[src/sv/gim_pkg.sv]
`timescale 1ns / 1ps
// ----------------------------------------------------------------------------
// gim_pkg
// Shared codes and the result record of the gap interval merger.
// ----------------------------------------------------------------------------
package gim_pkg;

  // input opcodes
  localparam logic OP_INTERVAL = 1'b0;
  localparam logic OP_END      = 1'b1;

  // result kinds
  localparam logic KIND_GAP     = 1'b0;
  localparam logic KIND_SUMMARY = 1'b1;

  localparam int FIELD_BITS = 32;
  localparam int DROP_BITS  = 2;

  // one result request as it sits in the output queue
  typedef struct packed {
    logic                  kind;
    logic [FIELD_BITS-1:0] gap_begin;
    logic [FIELD_BITS-1:0] gap_end;
    logic [FIELD_BITS-1:0] covered_length;
    logic [FIELD_BITS-1:0] island_total;
    logic [FIELD_BITS-1:0] seq_length_out;
    logic [FIELD_BITS-1:0] dropped_length;
    logic [DROP_BITS-1:0]  dropped_total;
    logic                  last;
  } res_t;

endpackage

[src/sv/gim_front.sv]
`timescale 1ns / 1ps
// ----------------------------------------------------------------------------
// gim_front
// Accepts input requests, turns intervals into 0-based half-open form and
// holds the decoded items in a two-entry queue for the merge stage.
// ----------------------------------------------------------------------------
module gim_front #(
  parameter int COORD_BITS = 32
) (
  input  logic                  clk,
  input  logic                  rst,
  input  logic                  push,
  output logic                  full,
  input  logic                  opcode,
  input  logic [31:0]           ann_start,
  input  logic [31:0]           ann_stop,
  input  logic [31:0]           seq_length,
  output logic                  item_valid,
  input  logic                  item_take,
  output logic                  item_end,
  output logic [COORD_BITS-1:0] item_s,
  output logic [COORD_BITS-1:0] item_e,
  output logic [COORD_BITS-1:0] item_span,
  output logic [COORD_BITS-1:0] item_len
);

  localparam int W = COORD_BITS;

  logic [W-1:0] s_raw, e_raw, s0, e0, span0, len0;
  logic         q_end  [2];
  logic [W-1:0] q_s    [2];
  logic [W-1:0] q_e    [2];
  logic [W-1:0] q_span [2];
  logic [W-1:0] q_len  [2];
  logic         wr_ptr, rd_ptr;
  logic [1:0]   count;
  logic         do_push, do_pop;

  // classify: 0-based start, clamp empty intervals, precompute span
  always_comb begin
    s_raw = W'(ann_start);
    e_raw = W'(ann_stop);
    s0    = (s_raw == '0) ? '0 : s_raw - W'(1);
    e0    = (e_raw < s0) ? s0 : e_raw;
    span0 = e0 - s0;
    len0  = W'(seq_length);
  end

  assign full       = (count == 2'd2);
  assign do_push    = push && !full;
  assign item_valid = (count != 2'd0);
  assign do_pop     = item_take && item_valid;

  // queue storage
  always_ff @(posedge clk) begin
    if (do_push) begin
      q_end[wr_ptr]  <= (opcode == gim_pkg::OP_END);
      q_s[wr_ptr]    <= s0;
      q_e[wr_ptr]    <= e0;
      q_span[wr_ptr] <= span0;
      q_len[wr_ptr]  <= len0;
    end
  end

  // queue pointers
  always_ff @(posedge clk) begin
    if (rst) begin
      wr_ptr <= 1'b0;
      rd_ptr <= 1'b0;
      count  <= 2'd0;
    end else begin
      if (do_push) wr_ptr <= ~wr_ptr;
      if (do_pop)  rd_ptr <= ~rd_ptr;
      count <= count + {1'b0, do_push} - {1'b0, do_pop};
    end
  end

  assign item_end  = q_end[rd_ptr];
  assign item_s    = q_s[rd_ptr];
  assign item_e    = q_e[rd_ptr];
  assign item_span = q_span[rd_ptr];
  assign item_len  = q_len[rd_ptr];

endmodule

[src/sv/gim_back.sv]
`timescale 1ns / 1ps
// ----------------------------------------------------------------------------
// gim_back
// Island merge engine: extends or closes the open island, tracks sums and
// counts, and writes gap and summary requests into the output queue.
// ----------------------------------------------------------------------------
module gim_back #(
  parameter int COORD_BITS = 32
) (
  input  logic                  clk,
  input  logic                  rst,
  input  logic [COORD_BITS-1:0] gap,
  input  logic                  item_valid,
  output logic                  item_take,
  input  logic                  item_end,
  input  logic [COORD_BITS-1:0] item_s,
  input  logic [COORD_BITS-1:0] item_e,
  input  logic [COORD_BITS-1:0] item_span,
  input  logic [COORD_BITS-1:0] item_len,
  input  logic                  out_space,
  output logic                  res_write,
  output gim_pkg::res_t         res_data
);

  localparam int W = COORD_BITS;

  typedef enum logic [1:0] {
    ST_RUN  = 2'b01,
    ST_END2 = 2'b10
  } state_t;

  state_t       state, state_next;
  logic         island_open, island_open_next;
  logic [W-1:0] open_begin, open_begin_next;
  logic [W-1:0] open_end, open_end_next;
  logic [W-1:0] island_len, island_len_next;
  logic [W-1:0] length_sum, length_sum_next;
  logic [W-1:0] island_counter, island_counter_next;
  logic [W-1:0] drop_length_sum, drop_length_sum_next;
  logic [1:0]   drop_counter, drop_counter_next;
  logic [W-1:0] tail, tail_next;
  logic         tail_drop, tail_drop_next;
  logic [W-1:0] end_len, end_len_next;

  logic         run, merge, tail_nz, drop_now;
  logic [W-1:0] tail_w;

  assign run       = (state == ST_RUN) && item_valid && out_space;
  assign item_take = run;

  // merge test against the open island
  assign merge   = island_open && ((item_s <= open_end) || ((item_s - open_end) <= gap));
  // tail gap at end of sequence
  assign tail_nz  = item_len > open_end;
  assign tail_w   = item_len - open_end;
  assign drop_now = island_open && tail_nz && (tail_w <= gap);

  always_comb begin
    state_next           = state;
    island_open_next     = island_open;
    open_begin_next      = open_begin;
    open_end_next        = open_end;
    island_len_next      = island_len;
    length_sum_next      = length_sum;
    island_counter_next  = island_counter;
    drop_length_sum_next = drop_length_sum;
    drop_counter_next    = drop_counter;
    tail_next            = tail;
    tail_drop_next       = tail_drop;
    end_len_next         = end_len;
    res_write            = 1'b0;
    res_data             = '0;

    case (state)
      ST_RUN: begin
        if (run && !item_end) begin
          if (merge) begin
            // extend the open island
            if (item_e > open_end) begin
              open_end_next   = item_e;
              island_len_next = item_e - open_begin;
            end
          end else begin
            if (island_open) begin
              // close island, report the gap before the new one
              length_sum_next    = length_sum + island_len;
              res_write          = 1'b1;
              res_data.kind      = gim_pkg::KIND_GAP;
              res_data.gap_begin = gim_pkg::FIELD_BITS'(open_end);
              res_data.gap_end   = gim_pkg::FIELD_BITS'(item_s);
              res_data.last      = 1'b1;
            end else if (item_s != '0) begin
              if (item_s <= gap) begin
                // short leading gap is absorbed
                drop_counter_next    = drop_counter + 2'd1;
                drop_length_sum_next = drop_length_sum + item_s;
              end else begin
                res_write          = 1'b1;
                res_data.kind      = gim_pkg::KIND_GAP;
                res_data.gap_begin = '0;
                res_data.gap_end   = gim_pkg::FIELD_BITS'(item_s);
                res_data.last      = 1'b1;
              end
            end
            // open a new island
            island_open_next    = 1'b1;
            open_begin_next     = item_s;
            open_end_next       = item_e;
            island_len_next     = item_span;
            island_counter_next = island_counter + W'(1);
          end
        end else if (run && item_end) begin
          // end request, first step: close island, tail gap or tail drop
          end_len_next   = item_len;
          tail_next      = tail_w;
          tail_drop_next = drop_now;
          if (island_open) begin
            length_sum_next = length_sum + island_len;
            if (tail_nz && !drop_now) begin
              res_write          = 1'b1;
              res_data.kind      = gim_pkg::KIND_GAP;
              res_data.gap_begin = gim_pkg::FIELD_BITS'(open_end);
              res_data.gap_end   = gim_pkg::FIELD_BITS'(item_len);
            end
          end else if (item_len != '0) begin
            res_write          = 1'b1;
            res_data.kind      = gim_pkg::KIND_GAP;
            res_data.gap_begin = '0;
            res_data.gap_end   = gim_pkg::FIELD_BITS'(item_len);
          end
          state_next = ST_END2;
        end
      end
      ST_END2: begin
        // end request, second step: summary, then clear the sequence
        if (out_space) begin
          res_write               = 1'b1;
          res_data.kind           = gim_pkg::KIND_SUMMARY;
          res_data.covered_length = gim_pkg::FIELD_BITS'(length_sum);
          res_data.island_total   = gim_pkg::FIELD_BITS'(island_counter);
          res_data.seq_length_out = gim_pkg::FIELD_BITS'(end_len);
          res_data.dropped_length = gim_pkg::FIELD_BITS'(
            drop_length_sum + (tail_drop ? tail : '0));
          res_data.dropped_total  = drop_counter + {1'b0, tail_drop};
          res_data.last           = 1'b1;
          island_open_next     = 1'b0;
          open_begin_next      = '0;
          open_end_next        = '0;
          island_len_next      = '0;
          length_sum_next      = '0;
          island_counter_next  = '0;
          drop_length_sum_next = '0;
          drop_counter_next    = '0;
          state_next           = ST_RUN;
        end
      end
      default: begin
        state_next = ST_RUN;
      end
    endcase
  end

  // per-sequence state
  always_ff @(posedge clk) begin
    if (rst) begin
      state           <= ST_RUN;
      island_open     <= 1'b0;
      open_begin      <= '0;
      open_end        <= '0;
      island_len      <= '0;
      length_sum      <= '0;
      island_counter  <= '0;
      drop_length_sum <= '0;
      drop_counter    <= '0;
      tail_drop       <= 1'b0;
    end else begin
      state           <= state_next;
      island_open     <= island_open_next;
      open_begin      <= open_begin_next;
      open_end        <= open_end_next;
      island_len      <= island_len_next;
      length_sum      <= length_sum_next;
      island_counter  <= island_counter_next;
      drop_length_sum <= drop_length_sum_next;
      drop_counter    <= drop_counter_next;
      tail_drop       <= tail_drop_next;
    end
  end

  // end-of-sequence payload
  always_ff @(posedge clk) begin
    tail    <= tail_next;
    end_len <= end_len_next;
  end

endmodule

[src/sv/gim_out_fifo.sv]
`timescale 1ns / 1ps
// ----------------------------------------------------------------------------
// gim_out_fifo
// Two-entry result queue that decouples the merge engine from the receiver.
// ----------------------------------------------------------------------------
module gim_out_fifo (
  input  logic          clk,
  input  logic          rst,
  input  logic          res_write,
  input  gim_pkg::res_t res_data,
  output logic          out_space,
  input  logic          pop,
  output logic          empty,
  output gim_pkg::res_t head
);

  gim_pkg::res_t mem [2];
  logic          wr_ptr, rd_ptr;
  logic [1:0]    count;
  logic          do_pop;

  assign empty     = (count == 2'd0);
  assign do_pop    = pop && !empty;
  // a slot frees up in the same cycle the receiver takes one
  assign out_space = (count != 2'd2) || do_pop;
  assign head      = mem[rd_ptr];

  // storage
  always_ff @(posedge clk) begin
    if (res_write) mem[wr_ptr] <= res_data;
  end

  // pointers
  always_ff @(posedge clk) begin
    if (rst) begin
      wr_ptr <= 1'b0;
      rd_ptr <= 1'b0;
      count  <= 2'd0;
    end else begin
      if (res_write) wr_ptr <= ~wr_ptr;
      if (do_pop)    rd_ptr <= ~rd_ptr;
      count <= count + {1'b0, res_write} - {1'b0, do_pop};
    end
  end

endmodule

[src/sv/gap_interval_merger.sv]
`timescale 1ns / 1ps
// ----------------------------------------------------------------------------
// gap_interval_merger
// Merges sorted annotation intervals into islands and reports the gaps.
// ----------------------------------------------------------------------------
// Input side is a queue: a request is taken when push is high and full is
// low. opcode 0 carries an interval (ann_start, ann_stop, 1-based), opcode 1
// ends the sequence (seq_length). Results come out of a queue: while empty
// is low the oldest result is on the ports, pop takes it. last marks the
// final result of an input request. max_gap is written with max_gap_write
// while the block is idle: a rule for the user, not enforced by the block.
// A result is visible the cycle after the merge engine takes the item; an
// input request first passes the decoded queue, and the summary of an end
// request follows its tail gap slot. Throughput: one interval per cycle
// while the result queue has space, set by the combinational merge compare
// in the merge engine; an end request takes two engine steps (tail gap,
// then summary). A two-entry decoded queue sits in front of the engine and
// a two-entry result queue behind it, so a stalled receiver first fills the
// result queue, then the decoded queue, and then full rises.
// Reset clears both queues, the sequence state and max_gap.
// ----------------------------------------------------------------------------
module gap_interval_merger #(
  parameter int COORD_BITS = 32
) (
  input  logic        clk,
  input  logic        rst,
  input  logic        max_gap_write,
  input  logic [31:0] max_gap,
  input  logic        push,
  output logic        full,
  input  logic        opcode,
  input  logic [31:0] ann_start,
  input  logic [31:0] ann_stop,
  input  logic [31:0] seq_length,
  output logic        empty,
  input  logic        pop,
  output logic        kind,
  output logic [31:0] gap_begin,
  output logic [31:0] gap_end,
  output logic [31:0] covered_length,
  output logic [31:0] island_total,
  output logic [31:0] seq_length_out,
  output logic [31:0] dropped_length,
  output logic [1:0]  dropped_total,
  output logic        last
);

  localparam int W = COORD_BITS;

  logic [31:0]   gap_limit;
  logic          item_valid, item_take, item_end;
  logic [W-1:0]  item_s, item_e, item_span, item_len;
  logic          out_space, res_write;
  gim_pkg::res_t res_data, head;

  // configuration register
  always_ff @(posedge clk) begin
    if (rst) begin
      gap_limit <= '0;
    end else if (max_gap_write) begin
      gap_limit <= max_gap;
    end
  end

  gim_front #(.COORD_BITS(COORD_BITS)) u_front (
    .clk        (clk),
    .rst        (rst),
    .push       (push),
    .full       (full),
    .opcode     (opcode),
    .ann_start  (ann_start),
    .ann_stop   (ann_stop),
    .seq_length (seq_length),
    .item_valid (item_valid),
    .item_take  (item_take),
    .item_end   (item_end),
    .item_s     (item_s),
    .item_e     (item_e),
    .item_span  (item_span),
    .item_len   (item_len)
  );

  gim_back #(.COORD_BITS(COORD_BITS)) u_back (
    .clk        (clk),
    .rst        (rst),
    .gap        (W'(gap_limit)),
    .item_valid (item_valid),
    .item_take  (item_take),
    .item_end   (item_end),
    .item_s     (item_s),
    .item_e     (item_e),
    .item_span  (item_span),
    .item_len   (item_len),
    .out_space  (out_space),
    .res_write  (res_write),
    .res_data   (res_data)
  );

  gim_out_fifo u_out_fifo (
    .clk       (clk),
    .rst       (rst),
    .res_write (res_write),
    .res_data  (res_data),
    .out_space (out_space),
    .pop       (pop),
    .empty     (empty),
    .head      (head)
  );

  // result ports
  assign kind           = head.kind;
  assign gap_begin      = head.gap_begin;
  assign gap_end        = head.gap_end;
  assign covered_length = head.covered_length;
  assign island_total   = head.island_total;
  assign seq_length_out = head.seq_length_out;
  assign dropped_length = head.dropped_length;
  assign dropped_total  = head.dropped_total;
  assign last           = head.last;

endmodule

[config.mk]
export PLATFORM = sky130hd
export DESIGN_NAME = gap_interval_merger
export DESIGN_NICKNAME = d
export VERILOG_FILES = /design/src/sv/gim_pkg.sv /design/src/sv/gim_front.sv /design/src/sv/gim_back.sv /design/src/sv/gim_out_fifo.sv /design/src/sv/gap_interval_merger.sv
export SDC_FILE = /design/constraint.sdc
export NUM_CORES = 2
export LEC_CHECK = 0
export ABC_AREA = 1
export BUFFER_PORTS_ARGS = -buffer_cell sky130_fd_sc_hd__buf_2
export CAP_MARGIN = 20
export CORE_MARGIN = 5
export CORE_UTILIZATION = 40
export CTS_CLUSTER_SIZE = 25
export DETAILED_ROUTE_END_ITERATION = 16
export HOLD_SLACK_MARGIN = 0.08
export SYNTH_ARGS = -nofsm -noshare
export SYNTH_HDL_FRONTEND = slang
export SYNTH_SLANG_ARGS = --single-unit
[constraint.sdc]
create_clock -name clk -period 29.6 [get_ports clk]
set_input_delay 8.88 -clock clk [delete_from_list [all_inputs] [get_ports clk]]
set_output_delay 8.88 -clock clk [all_outputs]
set_load 0.05 [all_outputs]
Word level (Yosys, flattened, before mapping)
Memory sizes are Yosys's and may differ from the RTL's. A register that Yosys moved wholly into a read port is not among the register bits.
Index checks and enable logic that the tools add are counted.

word-level totals
  register bits = 302
  bits in writable memories = 650
  input bits = 134
  output and inout bits = 198
  logic and storage cells = 182
  memories kept = 6

memories
  memory          depth  bits a word  read ports  clocked after Yosys merged registers in  wr ports  line                source
  u_out_fifo.mem  2      196          1           1                                        1         gim_out_fifo.sv:17  gim_pkg::res_t mem [2];
  u_front.q_e     2      32           1           1                                        1         gim_front.sv:32     logic [W-1:0] q_e [2];
  u_front.q_len   2      32           1           1                                        1         gim_front.sv:34     logic [W-1:0] q_len [2];
  u_front.q_s     2      32           1           1                                        1         gim_front.sv:31     logic [W-1:0] q_s [2];
  u_front.q_span  2      32           1           1                                        1         gim_front.sv:33     logic [W-1:0] q_span [2];
  u_front.q_end   2      1            1           1                                        1         gim_front.sv:30     logic q_end [2];

operators by class
  add/sub/neg operators = 15
  $lt $le $gt $ge = 7
  equality and inequality tests = 15
  mux-type cells = 86
  bitwise gates (word level) = 5
  reduce and logical (&&, ||, !) cells = 29

operator list
  kind                                                count
  2-to-1 mux 32 bit                                   25
  case mux 32 bit (2 select lines)                    6
  2-to-1 mux 65 bit                                   5
  2-to-1 mux 64 bit                                   3
  2-to-1 mux 131 bit                                  1
  2-to-1 mux 130 bit                                  1
  <= comparator 32 bit                                4
  subtractor 32 bit                                   4
  adder 32 bit                                        3
  > comparator 32 bit                                 2
  nonzero test 32 bit                                 2
  adder 32 x 1 -> 32 bit, second input constant       1
  logical NOT 32 bit                                  1
  less-than comparator 32 bit                         1
  subtractor 32 x 1 -> 32 bit, second input constant  1
  2-to-1 mux 1 bit                                    30
  2-to-1 mux 2 bit                                    9
  != test 2 bit, second input constant                8
  AND reduction 4 bit                                 3
  logical AND 1 bit                                   11
  != test 3 bit, second input constant                3
  case mux 1 bit (2 select lines)                     4
  case mux 2 bit (2 select lines)                     2
  AND reduction 7 bit                                 1
  other kinds (12)                                    26

Depth between registers and ports, before layout
  word-level depth = 12
  mapped depth = 43
  depth with buffers taken out = 41

By module
A second synthesis with hierarchy kept.

unflattened totals
  cell total of the unflattened synthesis = 6,472
  area, all modules = 57,511.4 µm²

by module, submodules not included
  module               times used  cells an instance  area each (µm²)  seq. area each (µm²)
  gim_back             1           4,508              27,935.5         5,885.6
  gim_out_fifo         1           647                14,964.4         11,871.4
  gim_front            1           1,114              13,272.7         7,847.5
  gap_interval_merger  1           203                1,338.8          640.6

Least setup slack after synthesis
No wires, ideal clock.

  path kind = input port to flip-flop
  start = input port pop
  end = memory u_out_fifo.mem[0][0] (netlist name), enable pin
  library setup time = 0.818 ns
  arrival = 19.285 ns
  required time = 28.782 ns
  slack = 9.497 ns
  stages on the path = 6
  buffers on the path = 0
  cells stage by stage = nor3_1 > nor3_2 > nand2_1 > a21oi_1 > nand3_1 > a21oi_1

on the way
  longest elaborated chain between the ends = 9
  elaborated cells between the ends (all ways) = 11
  those cells by class = mux (6); reduce/logical (5)

ends and longest elaborated chain
  element                                   line                       source
  start: declaration                        gap_interval_merger.sv:36  input logic pop,
  logical AND 1 bit *                       gim_out_fifo.sv:23         assign do_pop = pop && !empty;
  logical OR 1 bit *                        gim_out_fifo.sv:25         assign out_space = (count != 2'd2) || do_pop;
  logical AND 1 bit                         gim_back.sv:48             assign run = (state == ST_RUN) && item_valid && out_space;
  logical AND 1 bit                         gim_back.sv:112            end else if (run && item_end) begin
  2-to-1 mux 1 bit                          gim_back.sv:112
  2-to-1 mux 1 bit                          gim_back.sv:76             if (run && !item_end) begin
  case mux 1 bit (2 select lines) *         gim_back.sv:74             case (state)
  2-to-1 mux 1 bit *                        gim_out_fifo.sv:30         if (res_write) mem[wr_ptr] <= res_data;
  2-to-1 mux 1 bit (implied by the code) *  gim_out_fifo.sv:30
  end: declaration                          gim_out_fifo.sv:17

Every way passes the cells marked *; elsewhere a longest branch is shown, timed or not.

Worst setup path in the final report
  start = input port ann_start[0]
  end = memory u_front.q_span[0][20] (netlist name) (data pin)

on the way
  longest elaborated chain between the ends = 5
  elaborated cells between the ends (all ways) = 6
  those cells by class = add/sub (2); order compare (1); mux (2); reduce/logical (1)

ends and longest elaborated chain
  element                                                            line                       source
  start: declaration                                                 gap_interval_merger.sv:32  input logic [31:0] ann_start,
  subtractor 32 x 1 -> 32 bit or logical NOT 32 bit (tied branches)  gim_front.sv:43            s0 = (s_raw == '0) ? '0 : s_raw - W'(1);
  2-to-1 mux 32 bit *                                                gim_front.sv:43
  net u_front.s0[27]                                                 gim_front.sv:29            logic [W-1:0] s_raw, e_raw, s0, e0, span0, len0;
  less-than comparator 32 bit *                                      gim_front.sv:44            e0 = (e_raw < s0) ? s0 : e_raw;
  2-to-1 mux 32 bit *                                                gim_front.sv:44
  net u_front.e0[3]                                                  gim_front.sv:29
  subtractor 32 bit *                                                gim_front.sv:45            span0 = e0 - s0;
  net u_front.span0[20]                                              gim_front.sv:29
  end: declaration                                                   gim_front.sv:33

The timed path passes the listed nets; every way through them passes the cells marked *.

==> metrics.cfg <==
[route]
vias=42900
ant_nets=0
drt_first_pass_iters=6
routed_wl_um=172000
post_drt_wl_per_cell_um=21.3
drt_iter0_drc=3620
drc=0
via_per_inst=5.32

[critical_path]
crit_buf_inv=6
slowest_delay_ns=0.53
cp.depth=30
path_max_fanout=59
cp_data_required_time_ns=30.10
cpMostUsedCell=inv_1
worstPathArrival_ns=15.57
crit_family=compound AO/OA/AOI/OAI gates
startpoint_type=input port
criticalPathCategory=in2reg
worst_path_max_delay_cell=inv_1
r2r_cells=41
crit_path_end_kind=flip-flop

[cts]
clk_path_buf_depth=3
cts_made_buffers=102
cts_resized=0
post_cts_buffers=0
clock_latency_ns=0.74
path_clk_slew_ns=0.06
ctsHoldBuffers=0
root_buffer=clkbuf_16
cts_tree=built
cts_max_level=3
clkSinkCount=954

[synthesis]
yosysMostFrequentCell=nand2_1
yosysTopAreaCell=edfxtp_1
seq_area_frac_synth=0.490
synth_edf_count=714
avgSynthCellArea_sq_um=9.08
syn_nets=6431
ys_ff_latch=954
ys.flop_type=edfxtp_1
mappedNetlistArea_sq_um=53600
synthTopCellsByCount=1226 x nand2_1, 714 x edfxtp_1, 635 x inv_1
yosysUniqueCellTypes=63
yosysWarnings=0
synthTopCellsByArea=edfxtp_1 40%, ha_1 9.0%, dfxtp_1 9.0%, nand2_1 8.6%, a21oi_1 5.1%
synth_cells=5903
synth_top_area_share=0.400
async_flop_share=0

[floorplan]
die_w_um=376
num_rows=134
fp.coreArea_sq_um=133000
io_pins=332
start_util=0.402
die_height_um=376
fp.dieArea_sq_um=141000

[timing]
fin_crit_ns=15.07
hold_viol=0
timing.final.ws_setup_ns=14.53
finalMaxSlewViolations=0
finalCritPeriodShare=0.509
setup_tns_ns=0
max_freq_mhz=66.4
rsz0062_at_grt=no
finalSetupViolCount=0
worst_pin_slew_ns=1.24
slew_headroom=0.167
skew_ns=0.0424

[place]
port-buffer-count=331
gp_congestion=0.953
place_hpwl_um=130000
placed_cell_area_sq_um=57100
dp_slack_ns=13.86

[layout]
fin_nets=6737
drive_above_1_share=0.130
fin_util=0.454
syn_to_final_growth_pct=12.9
design_area_sq_um=60500

[power]
leakagePower_nw=25.0
power_density_nw_per_um2=127
ir_drop_uv=115

[grt]
antenna_found_initial=6
grt_pass1_vias=41900
grt_usage=0.235
grt_max_degree=129
globalRouteOverflowTotal=0
grt_pass1_wl_um=254000

[job]
cap_violations=0

[worst_hold_path]
hold_depth=1
min_path_type=reg2reg

[status]
status=complete, no violations

## state kept, by name, summed over array words and instances, names as in the netlist, 32 cells and up, named ones only
register                count
u_back.length_sum          32
u_front.q_s                64
u_back.island_len          32
u_back.tail                32
u_front.q_e                64
u_back.island_counter      32
gap_limit                  32
u_front.q_len              64
u_back.open_end            32
u_back.end_len             32
u_front.q_span             64
u_out_fifo.mem            392
u_back.drop_length_sum     32
u_back.open_begin          32
## worst paths after layout
kind,start,endpoint,slack (ns)
hold reg to reg,u_front.rd_ptr,flip-flop,0.45
hold / removal,u_front.rd_ptr,flip-flop,0.45
setup reg to reg,flip-flop,u_out_fifo.mem[1][145],20.19
setup / recovery,ann_start[0],u_front.q_span[0][20],14.53
## final cells by class
type                            instances  area [sq um]
Antenna cell                            4          10.0
Clock buffer                          137          2830
Clock inverter                         54           608
Fill cell                           12900         72800
Inverter                              644          2420
Multi-Input combinational cell       4129         24100
Sequential cell                       954         26300
Tap cell                             1768          2210
Timing Repair Buffer                  378          2050
## power by group
part           internal (mW)  switching, mW  leakage (nW)
logic                   1.24           3.06          14.7
registers               1.91          0.140          8.73
clock network          0.762          0.551          1.65
## cells in the final DEF, fill, tap and decap left out, drive strengths merged, types with 2 or more instances in the layout
cell and n:
buf 378, inv 645, mux2 196, o2111ai 2
o21bai 13, o211a 2, a21boi 19, o211ai 11
o21a 32, xnor2 49, o21ai 382, nand3 205
clkinvlp 9, nand4 67, clkbuf 137, o221ai 11
a211oi 8, and2 3, nand3b 8, ha 387
bufinv 10, a221oi 9, diode 4, a2111oi 3
mux2i 2, fa 7, edfxtp 714, or2 33
nor3 84, clkinv 34, xor2 114, nor4 34
nor2 573, a21oi 556, o31ai 6, nor3b 3
a31oi 34, nand2 1243, a21o 25, dfxtp 240
## through the flow
stage               hold slack (ns)  power, mW  std cells
floorplan                     0.426       5.20       5903
global placement              0.425       6.29       7873
detailed placement            0.444       6.34       7873
CTS                           0.449       7.68       8064
global route                  0.474       8.17       8067
finish                        0.448       7.67       8068
## routing by layer
metal | share of wire | vias up | global-route usage
met3 | 0.056 | 255 | 0.0269
met4 | 0.039 | 0 | 0.0925
met2 | 0.48 | 1243 | 0.398
met1 | 0.43 | 20500 | 0.309
met5 | 0 | - | 0
li1 | - | 20900 | -
## logic make-up (layout without fill, tap and decap cells)
family / after synthesis / in the layout / share of synthesized area
compound gates: 1117 / 1117 / 0.114
xor+xnor: 163 / 163 / 0.0266
fa+ha+maj: 394 / 394 / 0.0930
buf+inv: 820 / 1213 / 0.0611
flops: 954 / 954 / 0.490
mux: 198 / 198 / 0.0416
other cells: 0 / 4 / 0
simple gates: 2257 / 2257 / 0.174
(Power assumes the default switching activity.)
